### src/hw/rtl/poi_pkg.sv
// shared types, constants and tables of the pose integrator
`default_nettype none

package poi_pkg;

   localparam int CORDIC_STEPS = 24;
   localparam int STEP_W       = $clog2(CORDIC_STEPS);
   localparam int ATAN_IDX_W   = 5;

   localparam int VEL_W     = 24;
   localparam int DT_W      = 16;
   localparam int POS_W     = 32;
   localparam int POS_EXT_W = POS_W + 2;
   localparam int HEAD_W    = 31;
   localparam int CX_W      = 35;
   localparam int Z_W       = 32;
   localparam int RX_W      = 34;
   localparam int TURN_W    = 36;
   localparam int MUL_A_W   = 36;
   localparam int MUL_B_W   = 25;
   localparam int MUL_P_W   = MUL_A_W + MUL_B_W;
   localparam int SH_W      = 5;
   localparam int WRAP_W    = 39;
   localparam int WRAP_K_W  = 3;

   localparam int VEL_SCALE_SH = 8;
   localparam int GAIN_SH      = 24;
   localparam int TURN_SH      = 4;
   localparam int WRAP_TOP_K   = 6;

   localparam longint PI_Q      = 843314857;
   localparam longint TWO_PI_Q  = 1686629713;
   localparam longint HALF_PI_Q = 421657428;
   localparam longint GAIN_Q24  = 10188014;
   // keeps heading + pi positive for any turn before the reduction
   localparam longint WRAP_BIAS = PI_Q + (TWO_PI_Q << WRAP_TOP_K);

   localparam longint RESET_POS     = 32768;
   localparam longint RESET_HEADING = 421657421;

   typedef struct packed {
      logic              load;
      logic              step;
      logic [STEP_W-1:0] idx;
   } cordic_ctl_type;

   typedef struct packed {
      logic signed [MUL_A_W-1:0] a;
      logic signed [MUL_B_W-1:0] b;
      logic                      short_round;
   } mul_op_type;

   // arctangent of 2^-i in Q3.28
   function automatic logic signed [Z_W-1:0] atan_q(input logic [ATAN_IDX_W-1:0] idx);
      case (idx)
         5'd0:    atan_q = 32'sd210828714;
         5'd1:    atan_q = 32'sd124459457;
         5'd2:    atan_q = 32'sd65760959;
         5'd3:    atan_q = 32'sd33381290;
         5'd4:    atan_q = 32'sd16755422;
         5'd5:    atan_q = 32'sd8385879;
         5'd6:    atan_q = 32'sd4193963;
         5'd7:    atan_q = 32'sd2097109;
         5'd8:    atan_q = 32'sd1048571;
         5'd9:    atan_q = 32'sd524287;
         5'd10:   atan_q = 32'sd262144;
         5'd11:   atan_q = 32'sd131072;
         5'd12:   atan_q = 32'sd65536;
         5'd13:   atan_q = 32'sd32768;
         5'd14:   atan_q = 32'sd16384;
         5'd15:   atan_q = 32'sd8192;
         5'd16:   atan_q = 32'sd4096;
         5'd17:   atan_q = 32'sd2048;
         5'd18:   atan_q = 32'sd1024;
         5'd19:   atan_q = 32'sd512;
         5'd20:   atan_q = 32'sd256;
         5'd21:   atan_q = 32'sd128;
         5'd22:   atan_q = 32'sd64;
         5'd23:   atan_q = 32'sd32;
         5'd24:   atan_q = 32'sd16;
         5'd25:   atan_q = 32'sd8;
         5'd26:   atan_q = 32'sd4;
         5'd27:   atan_q = 32'sd2;
         5'd28:   atan_q = 32'sd1;
         default: atan_q = 32'sd0;
      endcase
   endfunction

   // clamp a widened position sum to the signed 32-bit range
   function automatic logic signed [POS_W-1:0] sat_pos(input logic signed [POS_EXT_W-1:0] v);
      logic [2:0] top;
      top = v[POS_EXT_W-1:POS_W-1];
      if (top == 3'b000 || top == 3'b111) begin
         sat_pos = v[POS_W-1:0];
      end else if (v[POS_EXT_W-1]) begin
         sat_pos = {1'b1, {(POS_W-1){1'b0}}};
      end else begin
         sat_pos = {1'b0, {(POS_W-1){1'b1}}};
      end
   endfunction

endpackage

`default_nettype wire

### src/hw/rtl/poi_if.sv
// request and response channel interfaces of the pose integrator
`default_nettype none

interface poi_req_if import poi_pkg::*; ();
   logic                     valid;
   logic                     ready;
   logic                     mode;
   logic signed [VEL_W-1:0]  vel_x;
   logic signed [VEL_W-1:0]  vel_y;
   logic signed [VEL_W-1:0]  turn_rate;
   logic        [DT_W-1:0]   step_time;
   logic signed [POS_W-1:0]  load_x;
   logic signed [POS_W-1:0]  load_y;
   logic signed [HEAD_W-1:0] load_heading;

   modport source (
      output valid, mode, vel_x, vel_y, turn_rate, step_time, load_x, load_y, load_heading,
      input  ready
   );
   modport sink (
      input  valid, mode, vel_x, vel_y, turn_rate, step_time, load_x, load_y, load_heading,
      output ready
   );
endinterface

interface poi_rsp_if import poi_pkg::*; ();
   logic                     valid;
   logic                     ready;
   logic signed [POS_W-1:0]  pos_x;
   logic signed [POS_W-1:0]  pos_y;
   logic signed [HEAD_W-1:0] heading;

   modport source (
      output valid, pos_x, pos_y, heading,
      input  ready
   );
   modport sink (
      input  valid, pos_x, pos_y, heading,
      output ready
   );
endinterface

`default_nettype wire

### src/hw/rtl/poi_cordic_unit.sv
// iterative cordic rotator, one micro-rotation per cycle
`default_nettype none

module poi_cordic_unit import poi_pkg::*; (
   input  wire logic                     clock,
   input  wire cordic_ctl_type           ctl,
   input  wire logic signed [VEL_W-1:0]  vel_x,
   input  wire logic signed [VEL_W-1:0]  vel_y,
   input  wire logic signed [HEAD_W-1:0] angle,
   output logic signed [CX_W-1:0]        x,
   output logic signed [CX_W-1:0]        y
);

   logic signed [CX_W-1:0] x_ff, x_in;
   logic signed [CX_W-1:0] y_ff, y_in;
   logic signed [Z_W-1:0]  z_ff, z_in;

   logic signed [CX_W-1:0] sx, sy, dx, dy;
   logic signed [Z_W-1:0]  z0, ang;

   always_comb begin
      sx  = CX_W'(vel_x) <<< VEL_SCALE_SH;
      sy  = CX_W'(vel_y) <<< VEL_SCALE_SH;
      z0  = Z_W'(angle);
      dx  = y_ff >>> ctl.idx;
      dy  = x_ff >>> ctl.idx;
      ang = atan_q(ATAN_IDX_W'(ctl.idx));
      x_in = x_ff;
      y_in = y_ff;
      z_in = z_ff;
      if (ctl.load) begin
         // quarter-turn pre-rotation brings the angle into cordic range
         if (z0 > Z_W'(HALF_PI_Q)) begin
            x_in = -sy;
            y_in = sx;
            z_in = z0 - Z_W'(HALF_PI_Q);
         end else if (z0 < -Z_W'(HALF_PI_Q)) begin
            x_in = sy;
            y_in = -sx;
            z_in = z0 + Z_W'(HALF_PI_Q);
         end else begin
            x_in = sx;
            y_in = sy;
            z_in = z0;
         end
      end else if (ctl.step) begin
         if (!z_ff[Z_W-1]) begin
            x_in = x_ff - dx;
            y_in = y_ff + dy;
            z_in = z_ff - ang;
         end else begin
            x_in = x_ff + dx;
            y_in = y_ff - dy;
            z_in = z_ff + ang;
         end
      end
   end

   always_ff @(posedge clock) begin
      x_ff <= x_in;
      y_ff <= y_in;
      z_ff <= z_in;
   end

   assign x = x_ff;
   assign y = y_ff;

endmodule

`default_nettype wire

### src/hw/rtl/poi_mul_unit.sv
// shared registered multiplier with round-half-up scaling
`default_nettype none

module poi_mul_unit import poi_pkg::*; (
   input  wire logic                  clock,
   input  wire mul_op_type            op,
   output logic signed [MUL_P_W-1:0] result
);

   logic signed [MUL_P_W-1:0] prod_ff;
   logic                      short_ff;
   logic        [SH_W-1:0]    shift_amt;

   always_ff @(posedge clock) begin
      prod_ff  <= op.a * op.b;
      short_ff <= op.short_round;
   end

   always_comb begin
      shift_amt = short_ff ? SH_W'(TURN_SH) : SH_W'(GAIN_SH);
      result    = (prod_ff + (MUL_P_W'(1) <<< (shift_amt - SH_W'(1)))) >>> shift_amt;
   end

endmodule

`default_nettype wire

### src/hw/rtl/planar_odometry_integrator.sv
// top level of the planar dead-reckoning pose integrator
//
//   channel  dir  handshake      payload
//   req_bus  in   valid / ready  mode, vel_x, vel_y, turn_rate, step_time,
//                                load_x, load_y, load_heading
//   rsp_bus  out  valid / ready  pos_x, pos_y, heading
//
// between accept and the next accept an update request runs the cordic
// iterations, five passes through the shared multiplier and seven
// conditional subtracts of the heading wrap
// a load-pose request runs the heading wrap alone
// synchronous reset puts the pose at (0.5 m, 0.5 m, pi/2) and drops rsp valid
// a stalled response sits in its own register, so the next request is taken
// meanwhile; only the finish of the following request waits for it
`default_nettype none

module planar_odometry_integrator import poi_pkg::*; (
   input wire logic clock,
   input wire logic reset,
   poi_req_if.sink   req_bus,
   poi_rsp_if.source rsp_bus
);

   typedef enum logic [3:0] {
      S_IDLE,
      S_ROTATE,
      S_GAIN_X,
      S_GAIN_Y,
      S_SCALE_X,
      S_SCALE_Y,
      S_TURN,
      S_HSUM,
      S_WRAP,
      S_DONE
   } state_type;

   state_type state_ff;

   // sequencer counters
   logic [STEP_W-1:0]   step_ff;
   logic [WRAP_K_W-1:0] wk_ff;

   // request fields kept past the accept
   logic signed [VEL_W-1:0] rate_ff;
   logic        [DT_W-1:0]  dt_ff;

   // rotated, gain-corrected velocity
   logic signed [RX_W-1:0] rx_ff;
   logic signed [RX_W-1:0] ry_ff;

   // pose state
   logic signed [POS_W-1:0]  x_ff;
   logic signed [POS_W-1:0]  y_ff;
   logic signed [HEAD_W-1:0] head_ff;

   // heading + pi + bias, reduced mod 2 pi by restoring subtracts
   logic signed [WRAP_W-1:0] acc_ff;

   // response register
   logic                     rsp_valid_ff;
   logic signed [POS_W-1:0]  rsp_x_ff;
   logic signed [POS_W-1:0]  rsp_y_ff;
   logic signed [HEAD_W-1:0] rsp_head_ff;

   logic req_fire;
   logic rsp_free;

   cordic_ctl_type           cordic_ctl;
   logic signed [CX_W-1:0]   cx, cy;
   mul_op_type               mul_op;
   logic signed [MUL_P_W-1:0] mul_res;

   logic signed [POS_EXT_W-1:0] sum_pos;
   logic signed [WRAP_W-1:0]    wrap_sub;
   logic signed [WRAP_W-1:0]    heading_in;
   logic signed [MUL_B_W-1:0]   dt_op;

   assign req_fire = req_bus.valid && req_bus.ready;
   assign rsp_free = !rsp_valid_ff || rsp_bus.ready;

   assign req_bus.ready   = (state_ff == S_IDLE);
   assign rsp_bus.valid   = rsp_valid_ff;
   assign rsp_bus.pos_x   = rsp_x_ff;
   assign rsp_bus.pos_y   = rsp_y_ff;
   assign rsp_bus.heading = rsp_head_ff;

   // cordic starts from the heading held before this request's turn
   always_comb begin
      cordic_ctl.load = req_fire && !req_bus.mode;
      cordic_ctl.step = (state_ff == S_ROTATE);
      cordic_ctl.idx  = step_ff;
   end

   poi_cordic_unit u_cordic (
      .clock (clock),
      .ctl   (cordic_ctl),
      .vel_x (req_bus.vel_x),
      .vel_y (req_bus.vel_y),
      .angle (head_ff),
      .x     (cx),
      .y     (cy)
   );

   // multiplier schedule: the product issued in one state is read in the next
   always_comb begin
      dt_op = signed'({{(MUL_B_W-DT_W){1'b0}}, dt_ff});
      mul_op.a           = '0;
      mul_op.b           = '0;
      mul_op.short_round = 1'b0;
      case (state_ff)
         S_GAIN_X: begin
            mul_op.a = MUL_A_W'(cx);
            mul_op.b = MUL_B_W'(GAIN_Q24);
         end
         S_GAIN_Y: begin
            mul_op.a = MUL_A_W'(cy);
            mul_op.b = MUL_B_W'(GAIN_Q24);
         end
         S_SCALE_X: begin
            mul_op.a = MUL_A_W'(rx_ff);
            mul_op.b = dt_op;
         end
         S_SCALE_Y: begin
            mul_op.a = MUL_A_W'(ry_ff);
            mul_op.b = dt_op;
         end
         S_TURN: begin
            mul_op.a           = MUL_A_W'(rate_ff);
            mul_op.b           = dt_op;
            mul_op.short_round = 1'b1;
         end
         default: begin
            mul_op.a = '0;
         end
      endcase
   end

   poi_mul_unit u_mul (
      .clock  (clock),
      .op     (mul_op),
      .result (mul_res)
   );

   always_comb begin
      // displacement of x in scale_y, of y in turn
      sum_pos    = POS_EXT_W'(state_ff == S_SCALE_Y ? x_ff : y_ff)
                 + signed'(mul_res[POS_EXT_W-1:0]);
      wrap_sub   = WRAP_W'(TWO_PI_Q) << wk_ff;
      heading_in = acc_ff - WRAP_W'(PI_Q);
   end

   always_ff @(posedge clock) begin
      if (reset) begin
         state_ff     <= S_IDLE;
         step_ff      <= '0;
         wk_ff        <= '0;
         x_ff         <= POS_W'(RESET_POS);
         y_ff         <= POS_W'(RESET_POS);
         head_ff      <= HEAD_W'(RESET_HEADING);
         rsp_valid_ff <= 1'b0;
      end else begin
         // the done state reloads the response register itself
         if (rsp_valid_ff && rsp_bus.ready && state_ff != S_DONE) begin
            rsp_valid_ff <= 1'b0;
         end
         case (state_ff)
            S_IDLE: begin
               if (req_fire) begin
                  rate_ff <= req_bus.turn_rate;
                  dt_ff   <= req_bus.step_time;
                  step_ff <= '0;
                  if (req_bus.mode) begin
                     // load pose: only the heading needs work
                     x_ff     <= req_bus.load_x;
                     y_ff     <= req_bus.load_y;
                     acc_ff   <= WRAP_W'(req_bus.load_heading) + WRAP_W'(WRAP_BIAS);
                     wk_ff    <= WRAP_K_W'(WRAP_TOP_K);
                     state_ff <= S_WRAP;
                  end else begin
                     state_ff <= S_ROTATE;
                  end
               end
            end
            S_ROTATE: begin
               step_ff <= step_ff + STEP_W'(1);
               if (step_ff == STEP_W'(CORDIC_STEPS - 1)) begin
                  state_ff <= S_GAIN_X;
               end
            end
            S_GAIN_X: begin
               state_ff <= S_GAIN_Y;
            end
            S_GAIN_Y: begin
               rx_ff    <= mul_res[RX_W-1:0];
               state_ff <= S_SCALE_X;
            end
            S_SCALE_X: begin
               ry_ff    <= mul_res[RX_W-1:0];
               state_ff <= S_SCALE_Y;
            end
            S_SCALE_Y: begin
               x_ff     <= sat_pos(sum_pos);
               state_ff <= S_TURN;
            end
            S_TURN: begin
               y_ff     <= sat_pos(sum_pos);
               state_ff <= S_HSUM;
            end
            S_HSUM: begin
               acc_ff   <= WRAP_W'(head_ff) + WRAP_W'(signed'(mul_res[TURN_W-1:0]))
                         + WRAP_W'(WRAP_BIAS);
               wk_ff    <= WRAP_K_W'(WRAP_TOP_K);
               state_ff <= S_WRAP;
            end
            S_WRAP: begin
               // restoring reduction by 2 pi times a falling power of two
               if (acc_ff >= wrap_sub) begin
                  acc_ff <= acc_ff - wrap_sub;
               end
               wk_ff <= wk_ff - WRAP_K_W'(1);
               if (wk_ff == '0) begin
                  state_ff <= S_DONE;
               end
            end
            S_DONE: begin
               // waits only while an older response is still held
               if (rsp_free) begin
                  head_ff      <= heading_in[HEAD_W-1:0];
                  rsp_x_ff     <= x_ff;
                  rsp_y_ff     <= y_ff;
                  rsp_head_ff  <= heading_in[HEAD_W-1:0];
                  rsp_valid_ff <= 1'b1;
                  state_ff     <= S_IDLE;
               end
            end
            default: begin
               state_ff <= S_IDLE;
            end
         endcase
      end
   end

endmodule

`default_nettype wire

### src/flat_wrapper.sv
// flat-port wrapper written by rule: the top's interface ports become plain ports
module planar_odometry_integrator_flat import poi_pkg::*;
  (clock, reset, req_bus_valid, req_bus_mode, req_bus_vel_x, req_bus_vel_y, req_bus_turn_rate, req_bus_step_time, req_bus_load_x, req_bus_load_y, req_bus_load_heading, req_bus_ready, rsp_bus_valid, rsp_bus_pos_x, rsp_bus_pos_y, rsp_bus_heading, rsp_bus_ready);
  poi_req_if req_bus_i ();
  poi_rsp_if rsp_bus_i ();
  input wire logic clock;
  input wire logic reset;
  input wire logic [$bits(req_bus_i.valid)-1:0] req_bus_valid;
  input wire logic [$bits(req_bus_i.mode)-1:0] req_bus_mode;
  input wire logic [$bits(req_bus_i.vel_x)-1:0] req_bus_vel_x;
  input wire logic [$bits(req_bus_i.vel_y)-1:0] req_bus_vel_y;
  input wire logic [$bits(req_bus_i.turn_rate)-1:0] req_bus_turn_rate;
  input wire logic [$bits(req_bus_i.step_time)-1:0] req_bus_step_time;
  input wire logic [$bits(req_bus_i.load_x)-1:0] req_bus_load_x;
  input wire logic [$bits(req_bus_i.load_y)-1:0] req_bus_load_y;
  input wire logic [$bits(req_bus_i.load_heading)-1:0] req_bus_load_heading;
  output wire logic [$bits(req_bus_i.ready)-1:0] req_bus_ready;
  output wire logic [$bits(rsp_bus_i.valid)-1:0] rsp_bus_valid;
  output wire logic [$bits(rsp_bus_i.pos_x)-1:0] rsp_bus_pos_x;
  output wire logic [$bits(rsp_bus_i.pos_y)-1:0] rsp_bus_pos_y;
  output wire logic [$bits(rsp_bus_i.heading)-1:0] rsp_bus_heading;
  input wire logic [$bits(rsp_bus_i.ready)-1:0] rsp_bus_ready;
  assign req_bus_i.valid = req_bus_valid;
  assign req_bus_i.mode = req_bus_mode;
  assign req_bus_i.vel_x = req_bus_vel_x;
  assign req_bus_i.vel_y = req_bus_vel_y;
  assign req_bus_i.turn_rate = req_bus_turn_rate;
  assign req_bus_i.step_time = req_bus_step_time;
  assign req_bus_i.load_x = req_bus_load_x;
  assign req_bus_i.load_y = req_bus_load_y;
  assign req_bus_i.load_heading = req_bus_load_heading;
  assign req_bus_ready = req_bus_i.ready;
  assign rsp_bus_valid = rsp_bus_i.valid;
  assign rsp_bus_pos_x = rsp_bus_i.pos_x;
  assign rsp_bus_pos_y = rsp_bus_i.pos_y;
  assign rsp_bus_heading = rsp_bus_i.heading;
  assign rsp_bus_i.ready = rsp_bus_ready;
  planar_odometry_integrator u_core (.clock(clock), .reset(reset), .req_bus(req_bus_i), .rsp_bus(rsp_bus_i));
endmodule
### config.mk
export PLATFORM = sky130hd
export DESIGN_NAME = planar_odometry_integrator_flat
export DESIGN_NICKNAME = d
export VERILOG_FILES = /design/src/hw/rtl/poi_pkg.sv /design/src/hw/rtl/poi_if.sv /design/src/hw/rtl/poi_cordic_unit.sv /design/src/hw/rtl/poi_mul_unit.sv /design/src/hw/rtl/planar_odometry_integrator.sv /design/src/flat_wrapper.sv
export SDC_FILE = /design/constraint.sdc
export NUM_CORES = 2
export LEC_CHECK = 0
export ABC_AREA = 1
export BUFFER_PORTS_ARGS = -buffer_cell sky130_fd_sc_hd__clkbuf_2
export CAP_MARGIN = 10
export CORE_MARGIN = 8
export CORE_UTILIZATION = 25
export CTS_CLUSTER_DIAMETER = 60
export DETAILED_ROUTE_END_ITERATION = 10
export PLACE_DENSITY = 0.4
export SETUP_SLACK_MARGIN = 0.15
export SYNTH_ARGS = -nofsm -noshare
export SYNTH_HDL_FRONTEND = slang
export SYNTH_SLANG_ARGS = --single-unit
### constraint.sdc
create_clock -name clock -period 7.6 [get_ports clock]
set_clock_uncertainty 0.15 [all_clocks]
set_input_delay 0.38 -clock clock [delete_from_list [all_inputs] [get_ports clock]]
set_output_delay 0.38 -clock clock [all_outputs]
set_load 0.03 [all_outputs]
==> out/results.ini <==
[clock_network]
clock_latency_ns=0.74
cts.reportedPaths.clkPinSlew_ns=0.06
cts_buffers=83
cts_root_buf=clkbuf_16
cts_tree=built
clockBufferDepth=3
cts-htree-levels=3
numClockSinks=538

[routing]
vias=71600
postRouteAntennaNets=0
wl_um=339000
wl_per_cell_um=22.5
top_layer_used=met5
wl_met2_um=159000
drt_first_pass_iters=6
wl_met3_um=14800
met1Wirelength_um=153000
viasPerCell=4.75
drc=0
initialDrtViolationCount=5627

[floorplanning]
die_h_um=553
start_util_pct=25.1
fp.dieW_um=553
row_count=197
die_area_um2=306000
coreArea_um2=287000
io_pins=285

[sta]
grt_setup_unrepaired=yes
max_slew_margin_pct=23.3
max_slew.worst_pin.slew_ns=1.15
fmax_mhz=129
layout_min_cycle_time_ns=7.74
fin_ws_ns=-0.139
setup_viol=12
slew_viol_final=0
hold_viol_final=0
fin_crit_sh_pct=102

[power]
power_frac_clock_pct=12.8
p_leak_uw=0.0435
power_frac_comb_pct=70.9
pwr-share-seq_pct=16.4
power.internal_uw=14500
peakVddDrop_uv=312
switchingPower_uw=17700
power_density_nw_per_um2=348
p_total_uw=32200
switching_share_pct=55.0

[cells_and_area]
area_delta_synth_final_pct=28.5
layout-drive-gt1-share_pct=19.0
layout.nets=12600
layout_commonest_cell=nand2_1
final_cell_mix=nand2_1, inv_1, nor2_1
fillers=31100
fin_area_um2=92600

[global_routing]
grt.overflow.total=0
grt_usage_pct=21.5
grt_pass1_wl_um=496000
grt_start_max_net_pins=125
grt_pass1_vias=73300
antenna_found_initial=13

[synthesis]
syn_inst=10000
ys_ff_latch=538
synth-async-reset-ratio_pct=0
synth_ff_type=edfxtp_1
ys_seq_area_share_pct=19.7
yosys.area.top_type_share_pct=20.6
synth_edf_count=344
yosysTopAreaCell=fa_1
synthTopCellsByArea=fa_1, edfxtp_1, nand2_1
yosys_warnings=0
yosysUniqueCellTypes=75
syn_avg_cell_area_um2=7.19
syn-cell-area_um2=72100
synth_nets=11400

[setup_path]
start_kind=flip-flop
rr_endpoint=u_core.u_mul.prod_ff[59]$_DFF_P_
critical-path-max-stage-delay_ns=0.66
cp_max_fo=7
slowest_stage=fa_2
path_class=reg2reg
timing.critical_path.buf_inv=13
arrival_ns=8.13
crit_end=u_core.u_mul.prod_ff[59]$_DFF_P_
reg2reg_depth=34
cpLargestDelayFamily=adder cells
reg2reg_slack_ns=-0.14
cp-end-kind=flip-flop
worstPathRequired_ns=7.99
worstSetupStartpoint=u_core.state_ff[0]$_SDFFE_PP0P_
r2r-start=u_core.state_ff[0]$_SDFFE_PP0P_
cp_num_cells=34

[place]
post-place-ws_ns=-0.659
place_congestion=0.961
io_buffers=284
post_dp_cell_area_um2=84300
hpwlAfterDp_um=286000

[worst_hold_path]
hold_class=in2reg

[outcome]
status=finished with violations
failed_checks=setup timing

[job]
cap_violations=0

state kept, by name, summed over array words and instances, names as in the netlist, 4 cells and up:
| signal | cells |
|---|---|
| u_core.dt_ff | 16 |
| u_core.u_mul.prod_ff | 57 |
| u_core.u_cordic.y | 35 |
| u_core.rx_ff | 34 |
| u_core.y_ff | 32 |
| u_core.u_cordic.z_ff | 32 |
| u_core.rsp_bus.heading | 31 |
| u_core.u_cordic.ang | 28 |
| u_core.state_ff | 4 |
| u_core.step_ff | 5 |
| u_core.u_cordic.x | 35 |
| u_core.rsp_bus.pos_y | 32 |
| u_core.rate_ff | 24 |
| u_core.acc_ff | 39 |
| u_core.rsp_bus.pos_x | 32 |
| u_core.x_ff | 32 |
| u_core.head_ff | 31 |
| u_core.ry_ff | 34 |
layout make-up:
cell class	instances	area, um^2	share of cell area, %
multi-input combinational	7454	52700	56.9
sequential	538	14200	15.4
timing repair buffer	1396	11500	12.4
inverter	1725	6520	7.04
tap	3781	4730	5.11
clock buffer	106	2300	2.48
clock inverter	49	627	0.677
antenna	7	17.5	0.0189
through the flow:
stage,utilization (%),hold slack (ns),TNS (ns),instances
6_report,32.2,0.0245,-0.677,15100
5_1_grt,32.2,0.0115,-7.20,15100
4_1_cts,31.5,0.00162,-0.582,15000
3_5_place_dp,29.3,0.293,-15.11,14700
3_3_place_gp,29.3,0.290,-16.15,14700
2_1_floorplan,-,0.280,0,10000
layer usage:
| layer | global-route usage (%) | up-vias |
|---|---|---|
| met4 | 6.27 | 10 |
| met5 | 0 | - |
| met2 | 36.5 | 1815 |
| met3 | 2.35 | 375 |
| li1 | - | 34300 |
| met1 | 28.8 | 35100 |
logic make-up after synthesis:
logic type	share of synthesized area [%]
AND/OR/NAND/NOR	25.8
adder cells (fa/ha/maj)	28.0
flip-flops	19.7
buffers and inverters	10.9
XOR/XNOR	3.84
AO/OA/AOI/OAI	11.7
multiplexers	0.0434
how the worst min path moves through the flow:
stage                                      start  depth (start not counted)                                  to  slack (ns)
detailed placement  u_core.y_ff[11]$_SDFFE_PP0P_                          0  u_core.rsp_bus.pos_y[11]$_DFFE_PP_        0.29
global route                   req_bus_vel_y[13]                          3     u_core.u_cordic.y[21]$_DFFE_PP_        0.01
global placement    u_core.x_ff[11]$_SDFFE_PP0P_                          0  u_core.rsp_bus.pos_x[11]$_DFFE_PP_        0.29
floorplan           u_core.x_ff[31]$_SDFFE_PP0P_                          0  u_core.rsp_bus.pos_x[31]$_DFFE_PP_        0.28
CTS                            req_bus_vel_x[10]                          3     u_core.u_cordic.x[18]$_DFFE_PP_       0.002
finish                         req_bus_vel_y[13]                          3     u_core.u_cordic.y[21]$_DFFE_PP_        0.02
Yosys cell counts (all sizes together) (2+ instances only):
cell type	n
clkinv	15
ha	427
nand3b	13
a41oi	5
nor4	41
a31oi	61
o2111ai	19
o22ai	53
and3	8
inv	1710
or2	47
a221o	2
o221ai	14
o21bai	20
xnor2	104
a22oi	5
nor3	99
o221a	2
buf	129
a221oi	14
nand2	2426
and2	5
o21a	26
a31o	5
xor2	211
a21o	16
edfxtp	344
a22o	5
fa	740
nand3	607
a21oi	549
o21ai	569
nor3b	2
o211ai	70
clkbuf	179
mux2i	2
a211oi	9
o31ai	17
nand4	78
nor2	1161
a21boi	14
dfxtp	194
power by group through the flow:
| stage | clock (uW) | combinational, uW | sequential [uW] |
|---|---|---|---|
| after floorplan | 0 | 13600 | 4970 |
| after global placement | 0 | 21700 | 5340 |
| after detailed placement | 0 | 21700 | 5320 |
| after CTS | 4240 | 22400 | 5280 |
| after global routing | 4340 | 25100 | 5320 |
| final | 4120 | 22800 | 5270 |
worst min-delay path, stage by stage:
cell       delay, ns
clkbuf_2        0.17
o2111ai_1       0.17
nand2_1         0.08
what timing repair did:
action / in CTS / in global routing
gates resized for setup: 364 / 410
setup buffers: 53 / 51
gates cloned: 6 / 0
setup endpoints to repair: 44 / 42
hold buffers: 129 / 0
endpoints found under the hold margin: 122 / 0
pin swaps: 114 / 259
No activity file was read; power rests on OpenSTA's default activity.
